--- src/design/drss_pkg.sv ---
// Shared types and constants for the delimited record split scanner.
`timescale 1ns / 1ps
package drss_pkg;

  localparam int POS_BITS_DEFAULT = 48;
  localparam int OFS_W = 48;
  localparam int APB_DW = 64;
  localparam int APB_AW = 6;
  localparam int REG_IDX_W = 3;

  localparam logic [7:0] DELIM_RESET = 8'h0a;

  typedef enum logic [REG_IDX_W-1:0] {
    REG_DELIMITER   = 3'd0,
    REG_SPLIT_START = 3'd1,
    REG_SPLIT_END   = 3'd2,
    REG_FILE_END    = 3'd3,
    REG_SKIP_HEADER = 3'd4
  } reg_idx_t;

  typedef enum logic {
    ACT_START = 1'b0,
    ACT_BYTE  = 1'b1
  } action_t;

  typedef enum logic [1:0] {
    STAT_OK             = 2'd0,
    STAT_START_PAST_END = 2'd1,
    STAT_IDLE_BYTE      = 2'd2
  } status_t;

  typedef struct packed {
    logic skip_first;
    logic skip_hdr;
    logic in_last;
    logic nonempty;
    logic active;
  } flags_t;

  typedef struct packed {
    logic [7:0] out_byte;
    logic       byte_valid;
    logic       record_end;
    logic       split_done;
    logic [1:0] status;
  } result_t;

endpackage

--- src/design/drss_step.sv ---
// Next-state and result logic for one word of the split scan.
`timescale 1ns / 1ps
module drss_step #(
  parameter int POS_BITS = drss_pkg::POS_BITS_DEFAULT
) (
  input  logic                  action,
  input  logic [7:0]            byte_in,
  input  logic [POS_BITS-1:0]   pos,
  input  drss_pkg::flags_t      flags,
  input  logic [7:0]            delimiter,
  input  logic [POS_BITS-1:0]   s_start,
  input  logic [POS_BITS-1:0]   s_end,
  input  logic [POS_BITS-1:0]   f_end,
  input  logic                  skip_header,
  output logic [POS_BITS-1:0]   pos_next,
  output drss_pkg::flags_t      flags_next,
  output logic                  res_valid,
  output drss_pkg::result_t     res
);

  logic [POS_BITS-1:0] pos_start;
  logic [POS_BITS-1:0] pos_inc;
  logic                start_past;
  logic                is_delim;
  logic                discarding;
  logic                emit;
  logic                rec_end;
  logic                valid;
  logic                cont;
  drss_pkg::flags_t    fl;

  assign pos_start  = (s_start != '0) ? s_start - 1'b1 : '0;
  assign start_past = (s_start != '0) && (s_start >= f_end);
  assign pos_inc    = pos + 1'b1;
  assign is_delim   = (byte_in == delimiter);
  assign discarding = flags.skip_first | flags.skip_hdr;

  always_comb begin
    pos_next   = pos;
    flags_next = flags;
    res_valid  = 1'b0;
    res        = '0;
    fl         = flags;
    emit       = 1'b0;
    rec_end    = 1'b0;
    valid      = 1'b0;
    cont       = 1'b0;
    if (action == drss_pkg::ACT_START) begin
      flags_next = '0;
      if (start_past) begin
        pos_next         = s_start;
        res_valid        = 1'b1;
        res.split_done   = 1'b1;
        res.status       = drss_pkg::STAT_START_PAST_END;
      end else begin
        pos_next            = pos_start;
        flags_next.skip_first = (s_start != '0);
        flags_next.skip_hdr   = (s_start == '0) & skip_header;
        if ((pos_start >= s_end) || (pos_start >= f_end)) begin
          res_valid      = 1'b1;
          res.split_done = 1'b1;
          res.status     = drss_pkg::STAT_OK;
        end else begin
          flags_next.active = 1'b1;
        end
      end
    end else if (!flags.active) begin
      res_valid  = 1'b1;
      res.status = drss_pkg::STAT_IDLE_BYTE;
    end else begin
      pos_next = pos_inc;
      if (!is_delim) begin
        if (!discarding) begin
          valid       = 1'b1;
          emit        = 1'b1;
          fl.nonempty = 1'b1;
        end
      end else begin
        fl.in_last = 1'b0;
        if (flags.skip_first) begin
          fl.skip_first = 1'b0;
        end else if (flags.skip_hdr) begin
          fl.skip_hdr = 1'b0;
        end else begin
          emit    = 1'b1;
          rec_end = 1'b1;
        end
        fl.nonempty = 1'b0;
      end
      if (rec_end) begin
        cont = (pos_inc < s_end);
      end else begin
        if (pos_inc == s_end) begin
          fl.in_last = 1'b1;
        end
        cont = (pos_inc < s_end) || fl.in_last;
      end
      if (pos_inc >= f_end) begin
        cont = 1'b0;
      end
      res.out_byte   = valid ? byte_in : 8'h00;
      res.byte_valid = valid;
      res.status     = drss_pkg::STAT_OK;
      if (cont) begin
        flags_next     = fl;
        res_valid      = emit;
        res.record_end = rec_end;
      end else begin
        flags_next          = fl;
        flags_next.active   = 1'b0;
        flags_next.nonempty = 1'b0;
        flags_next.in_last  = 1'b0;
        res_valid           = 1'b1;
        res.record_end      = rec_end | (fl.nonempty & ~fl.skip_first & ~fl.skip_hdr);
        res.split_done      = 1'b1;
      end
    end
  end

endmodule

--- src/design/delimited_record_split_scanner_core.sv ---
// Top level of the delimited record split scanner with register port and output skid.
// A result word is registered into the output register, or into the skid register while the output is stalled.
// Throughput: one input word per cycle while the skid register is empty; scan state is registered per accepted word.
// A skid register keeps input accepted while one result waits on the output.
// Reset (synchronous, active high) clears scan state and queues and restores
// register defaults: delimiter newline, offsets zero, header skip off.
`timescale 1ns / 1ps
module delimited_record_split_scanner_core #(
  parameter int POS_BITS = drss_pkg::POS_BITS_DEFAULT
) (
  input  logic                        clk,
  input  logic                        rst,
  input  logic                        psel,
  input  logic                        penable,
  input  logic                        pwrite,
  input  logic [drss_pkg::APB_AW-1:0] paddr,
  input  logic [drss_pkg::APB_DW-1:0] pwdata,
  output logic [drss_pkg::APB_DW-1:0] prdata,
  output logic                        pready,
  input  logic                        in_valid,
  output logic                        in_ready,
  input  logic                        action,
  input  logic [7:0]                  byte_in,
  output logic                        out_valid,
  input  logic                        out_ready,
  output logic [7:0]                  out_byte,
  output logic                        byte_valid,
  output logic                        record_end,
  output logic                        split_done,
  output logic [1:0]                  status
);

  logic [7:0]                  delimiter;
  logic [drss_pkg::OFS_W-1:0]  split_start;
  logic [drss_pkg::OFS_W-1:0]  split_end;
  logic [drss_pkg::OFS_W-1:0]  file_end;
  logic                        skip_header;

  logic [POS_BITS-1:0]         pos;
  logic [POS_BITS-1:0]         pos_next;
  drss_pkg::flags_t            flags;
  drss_pkg::flags_t            flags_next;
  logic                        res_valid;
  drss_pkg::result_t           res;

  drss_pkg::result_t           out_res;
  drss_pkg::result_t           skid_res;
  logic                        skid_valid;

  logic                        wr;
  drss_pkg::reg_idx_t          idx;
  logic                        accept;

  assign pready = 1'b1;
  assign wr     = psel & penable & pwrite;
  assign idx    = drss_pkg::reg_idx_t'(paddr[drss_pkg::APB_AW-1:3]);

  always_ff @(posedge clk) begin
    if (rst) begin
      delimiter   <= drss_pkg::DELIM_RESET;
      split_start <= '0;
      split_end   <= '0;
      file_end    <= '0;
      skip_header <= 1'b0;
    end else if (wr) begin
      unique case (idx)
        drss_pkg::REG_DELIMITER:   delimiter   <= pwdata[7:0];
        drss_pkg::REG_SPLIT_START: split_start <= pwdata[drss_pkg::OFS_W-1:0];
        drss_pkg::REG_SPLIT_END:   split_end   <= pwdata[drss_pkg::OFS_W-1:0];
        drss_pkg::REG_FILE_END:    file_end    <= pwdata[drss_pkg::OFS_W-1:0];
        drss_pkg::REG_SKIP_HEADER: skip_header <= pwdata[0];
        default: ;
      endcase
    end
  end

  always_comb begin
    unique case (idx)
      drss_pkg::REG_DELIMITER:   prdata = drss_pkg::APB_DW'(delimiter);
      drss_pkg::REG_SPLIT_START: prdata = drss_pkg::APB_DW'(split_start);
      drss_pkg::REG_SPLIT_END:   prdata = drss_pkg::APB_DW'(split_end);
      drss_pkg::REG_FILE_END:    prdata = drss_pkg::APB_DW'(file_end);
      drss_pkg::REG_SKIP_HEADER: prdata = drss_pkg::APB_DW'(skip_header);
      default:                   prdata = '0;
    endcase
  end

  drss_step #(
    .POS_BITS(POS_BITS)
  ) u_step (
    .action      (action),
    .byte_in     (byte_in),
    .pos         (pos),
    .flags       (flags),
    .delimiter   (delimiter),
    .s_start     (POS_BITS'(split_start)),
    .s_end       (POS_BITS'(split_end)),
    .f_end       (POS_BITS'(file_end)),
    .skip_header (skip_header),
    .pos_next    (pos_next),
    .flags_next  (flags_next),
    .res_valid   (res_valid),
    .res         (res)
  );

  assign in_ready = ~skid_valid;
  assign accept   = in_valid & in_ready;

  always_ff @(posedge clk) begin
    if (rst) begin
      pos        <= '0;
      flags      <= '0;
      out_valid  <= 1'b0;
      skid_valid <= 1'b0;
    end else begin
      if (accept) begin
        pos   <= pos_next;
        flags <= flags_next;
      end
      if (out_valid && out_ready) begin
        if (skid_valid) begin
          out_res    <= skid_res;
          skid_valid <= 1'b0;
        end else if (!(accept && res_valid)) begin
          out_valid <= 1'b0;
        end
      end
      if (accept && res_valid) begin
        if (!out_valid || out_ready) begin
          out_res   <= res;
          out_valid <= 1'b1;
        end else begin
          skid_res   <= res;
          skid_valid <= 1'b1;
        end
      end
    end
  end

  assign out_byte   = out_res.out_byte;
  assign byte_valid = out_res.byte_valid;
  assign record_end = out_res.record_end;
  assign split_done = out_res.split_done;
  assign status     = out_res.status;

endmodule

--- config.mk ---
export PLATFORM = sky130hd
export DESIGN_NAME = delimited_record_split_scanner_core
export DESIGN_NICKNAME = d
export VERILOG_FILES = /design/src/design/drss_pkg.sv /design/src/design/drss_step.sv /design/src/design/delimited_record_split_scanner_core.sv
export SDC_FILE = /design/constraint.sdc
export NUM_CORES = 1
export LEC_CHECK = 0
export BUFFER_PORTS_ARGS = -buffer_cell sky130_fd_sc_hd__buf_2
export CORE_MARGIN = 3
export CORE_UTILIZATION = 30
export DETAILED_ROUTE_END_ITERATION = 8
export PLACE_DENSITY = 0.51
export SLEW_MARGIN = 20
export SYNTH_ARGS = -nofsm -noshare
export SYNTH_HDL_FRONTEND = slang
export SYNTH_HIERARCHICAL = 1
export SYNTH_SLANG_ARGS = --single-unit
--- constraint.sdc ---
create_clock -name clk -period 17.7 [get_ports clk]
set_input_delay 0.885 -clock clk [delete_from_list [all_inputs] [get_ports clk]]
set_output_delay 0.885 -clock clk [all_outputs]
set_load 0.02 [all_outputs]
==> impl_metrics.env <==
export IMPL_design_area_sq_mm=0.0219
export IMPL_period_share_pct=42.1
export IMPL_rsz0062_at_grt="no"
export IMPL_cts_setup_buffers=0
export IMPL_synthCells=2411
export IMPL_switchingPower_uw=636
export IMPL_critical_path_startpoint_type="register"
export IMPL_drive_above_1_share_pct=12.1
export IMPL_dp_hpwl_um=49400
export IMPL_power_internal_uw=1150
export IMPL_cts_clk_slew_worst_paths_ns=0.06
export IMPL_core_area_sq_mm=0.0646
export IMPL_cp_max_fo=13
export IMPL_grt_use_met3_pct=2.16
export IMPL_maxCapViolations=0
export IMPL_nFillCells=6804
export IMPL_syn_to_final_growth_pct=11.6
export IMPL_power_density_mw_per_mm2=81.7
export IMPL_end_kind="register"
export IMPL_wire_per_inst_um=19.8
export IMPL_ios=166
export IMPL_std_cell_rows=93
export IMPL_power_share_sequential_pct=31.7
export IMPL_hold_viol_final=0
export IMPL_antenna_found_initial=0
export IMPL_grtUsageMet2_pct=31.5
export IMPL_cts_resized=0
export IMPL_total_power_uw=1790
export IMPL_die_w_um=262
export IMPL_p_leak_uw=0.00960
export IMPL_drtAntennaViolNets=0
export IMPL_cts_sinks=233
export IMPL_vias_per_cell=5.26
export IMPL_drc_errors=0
export IMPL_start_util_pct=30.3
export IMPL_p_comb_share_pct=32.1
export IMPL_grt_usage_pct=18.8
export IMPL_clkLatencyLatePin_ns=0.59
export IMPL_clk_path_buf_depth=3
export IMPL_worst_hold_slack_ns=0.474
export IMPL_finalSetupViolCount=0
export IMPL_overflow=0
export IMPL_drt_iter0_drc=1116
export IMPL_numCtsBuffers=30
export IMPL_grt_pass1_vias=17300
export IMPL_cts_hold_buf=0
export IMPL_tightest_slew_ns=1.10
export IMPL_critPathKind="register to register"
export IMPL_peakVddDrop_uv=71.7
export IMPL_cts_root_buf="clkbuf_16"
export IMPL_grt_pass1_wl_um=101000
export IMPL_cts_max_level=1
export IMPL_worstPathArrival_ns=7.66
export IMPL_busiest_layer="met2"
export IMPL_slew_violations=0
export IMPL_fin_skew_ns=0.0213
export IMPL_period_minus_slack_ns=7.45
export IMPL_met1_usage_pct=25.6
export IMPL_power_frac_clock_pct=36.2
export IMPL_cts_tree="done"
export IMPL_dr_pass1_iters=5
export IMPL_die_area_sq_mm=0.0684
export IMPL_grt_max_degree=115
export IMPL_placed_area_sq_mm=0.0208
export IMPL_netSwitchingFraction_pct=35.6
export IMPL_syn_area_per_cell_sq_um=8.13
export IMPL_hp_class="register to register"
export IMPL_slew_headroom_pct=25.8
export IMPL_num_vias=17600
export IMPL_place_gp_congestion=0.901
export IMPL_synth_area_sq_mm=0.0196
export IMPL_numPortBuffers=129
export IMPL_wl_um=66300
export IMPL_cp_required_ns=17.91
export IMPL_status="complete, no violations"
export IMPL_antennaDiodeCount=0
export IMPL_final_nets=2796
export IMPL_die_y_um=262
export IMPL_finalSetupTns_ns=0
export IMPL_clock_fmax_mhz=134
export IMPL_ys_warn_count=6
[through the flow]
stage               setup slack (ns)  utilization, %  cells
global route                   10.00            33.9   3345
finish                         10.25            33.9   3345
CTS                            10.06            33.8   3345
detailed placement             10.11            32.2   3290
global placement               10.16            32.2   3290
floorplan                      11.54               -   2426
[registers in the layout, summed over array words and instances (netlist names)]
signal       count
skid_valid       1
flags            4
pos             48
split_end       48
status           2
skid_res        13
out_valid        1
byte_valid       1
out_byte         8
skip_header      1
split_done       1
delimiter        8
record_end       1
split_start     48
file_end        48
[placed cells by master, fill, tap and decap left out, types with 10 or more instances in the layout]
| cell type | n |
|---|---|
| o21ai_0 | 56 |
| a21o_1 | 22 |
| o211ai_1 | 17 |
| a21oi_1 | 153 |
| inv_1 | 114 |
| buf_4 | 21 |
| clkbuf_16 | 31 |
| nand3_1 | 64 |
| dfxtp_1 | 207 |
| nand4_1 | 60 |
| conb_1 | 17 |
| edfxtp_1 | 26 |
| mux2i_1 | 164 |
| and2_1 | 11 |
| nor3_1 | 41 |
| or3_1 | 13 |
| nor4_1 | 24 |
| nor2b_1 | 10 |
| ha_1 | 243 |
| buf_2 | 129 |
| o22ai_1 | 22 |
| mux2_2 | 69 |
| and3_1 | 14 |
| nand2_1 | 425 |
| xnor2_1 | 83 |
| or4_1 | 16 |
| a22oi_1 | 46 |
| clkbuf_8 | 11 |
| xor2_1 | 79 |
| nor2_1 | 165 |
[final cells by class]
type / count / area, sq um / area share (%)
clock buffer: 50 / 957 / 4.38
clock inverter: 5 / 78.8 / 0.360
inverter: 116 / 440 / 2.01
multi-input combinational: 1936 / 13600 / 62.2
sequential: 233 / 4920 / 22.5
tap: 855 / 1070 / 4.89
timing repair buffer: 150 / 803 / 3.67
[final timing paths]
path,start,end,slack [ns],cells after the start
worst min-delay path,flags[2]$_SDFFE_PP0N_,flags[2]$_SDFFE_PP0N_,0.47,2
worst max-delay path,pos[0]$_SDFFE_PP0N_,skid_res[7]$_DFFE_PP_,10.25,17
worst max register to register,pos[0]$_SDFFE_PP0N_,skid_res[7]$_DFFE_PP_,10.25,17
worst min register to register,flags[2]$_SDFFE_PP0N_,flags[2]$_SDFFE_PP0N_,0.47,2
[power groups by stage]
stage	registers (uW)	clock network [uW]	logic (uW)
after floorplan	577	0	382
after global placement	576	0	554
after detailed placement	577	0	566
after CTS	565	662	569
after global routing	568	682	628
final	565	646	574
[per-layer routing]
metal | part of all wire, % | wire length (um)
met2 | 47 | 31000
met1 | 46 | 30700
met4 | 2.0 | 1310
met3 | 4.9 | 3250
met5 | 0 | 0
[critical path, cell delays in order, from the launching register on]
cell and delay [ns]:
dfxtp_1 0.50, nand3_1 0.23, nor2_1 0.26, nand2_1 0.20, nor3_1 0.73, and3_1 0.37, nand3_1 0.12, xnor2_1 0.20
ha_1 0.32, nand2_1 0.07, nor4_1 0.53, nor4b_1 0.83, o21ai_0 0.39, a311oi_1 0.87, nor3_1 0.24, a31oi_1 0.44
nand2_1 0.19, nor3_4 0.59
Power figures use the tool's default switching activity.
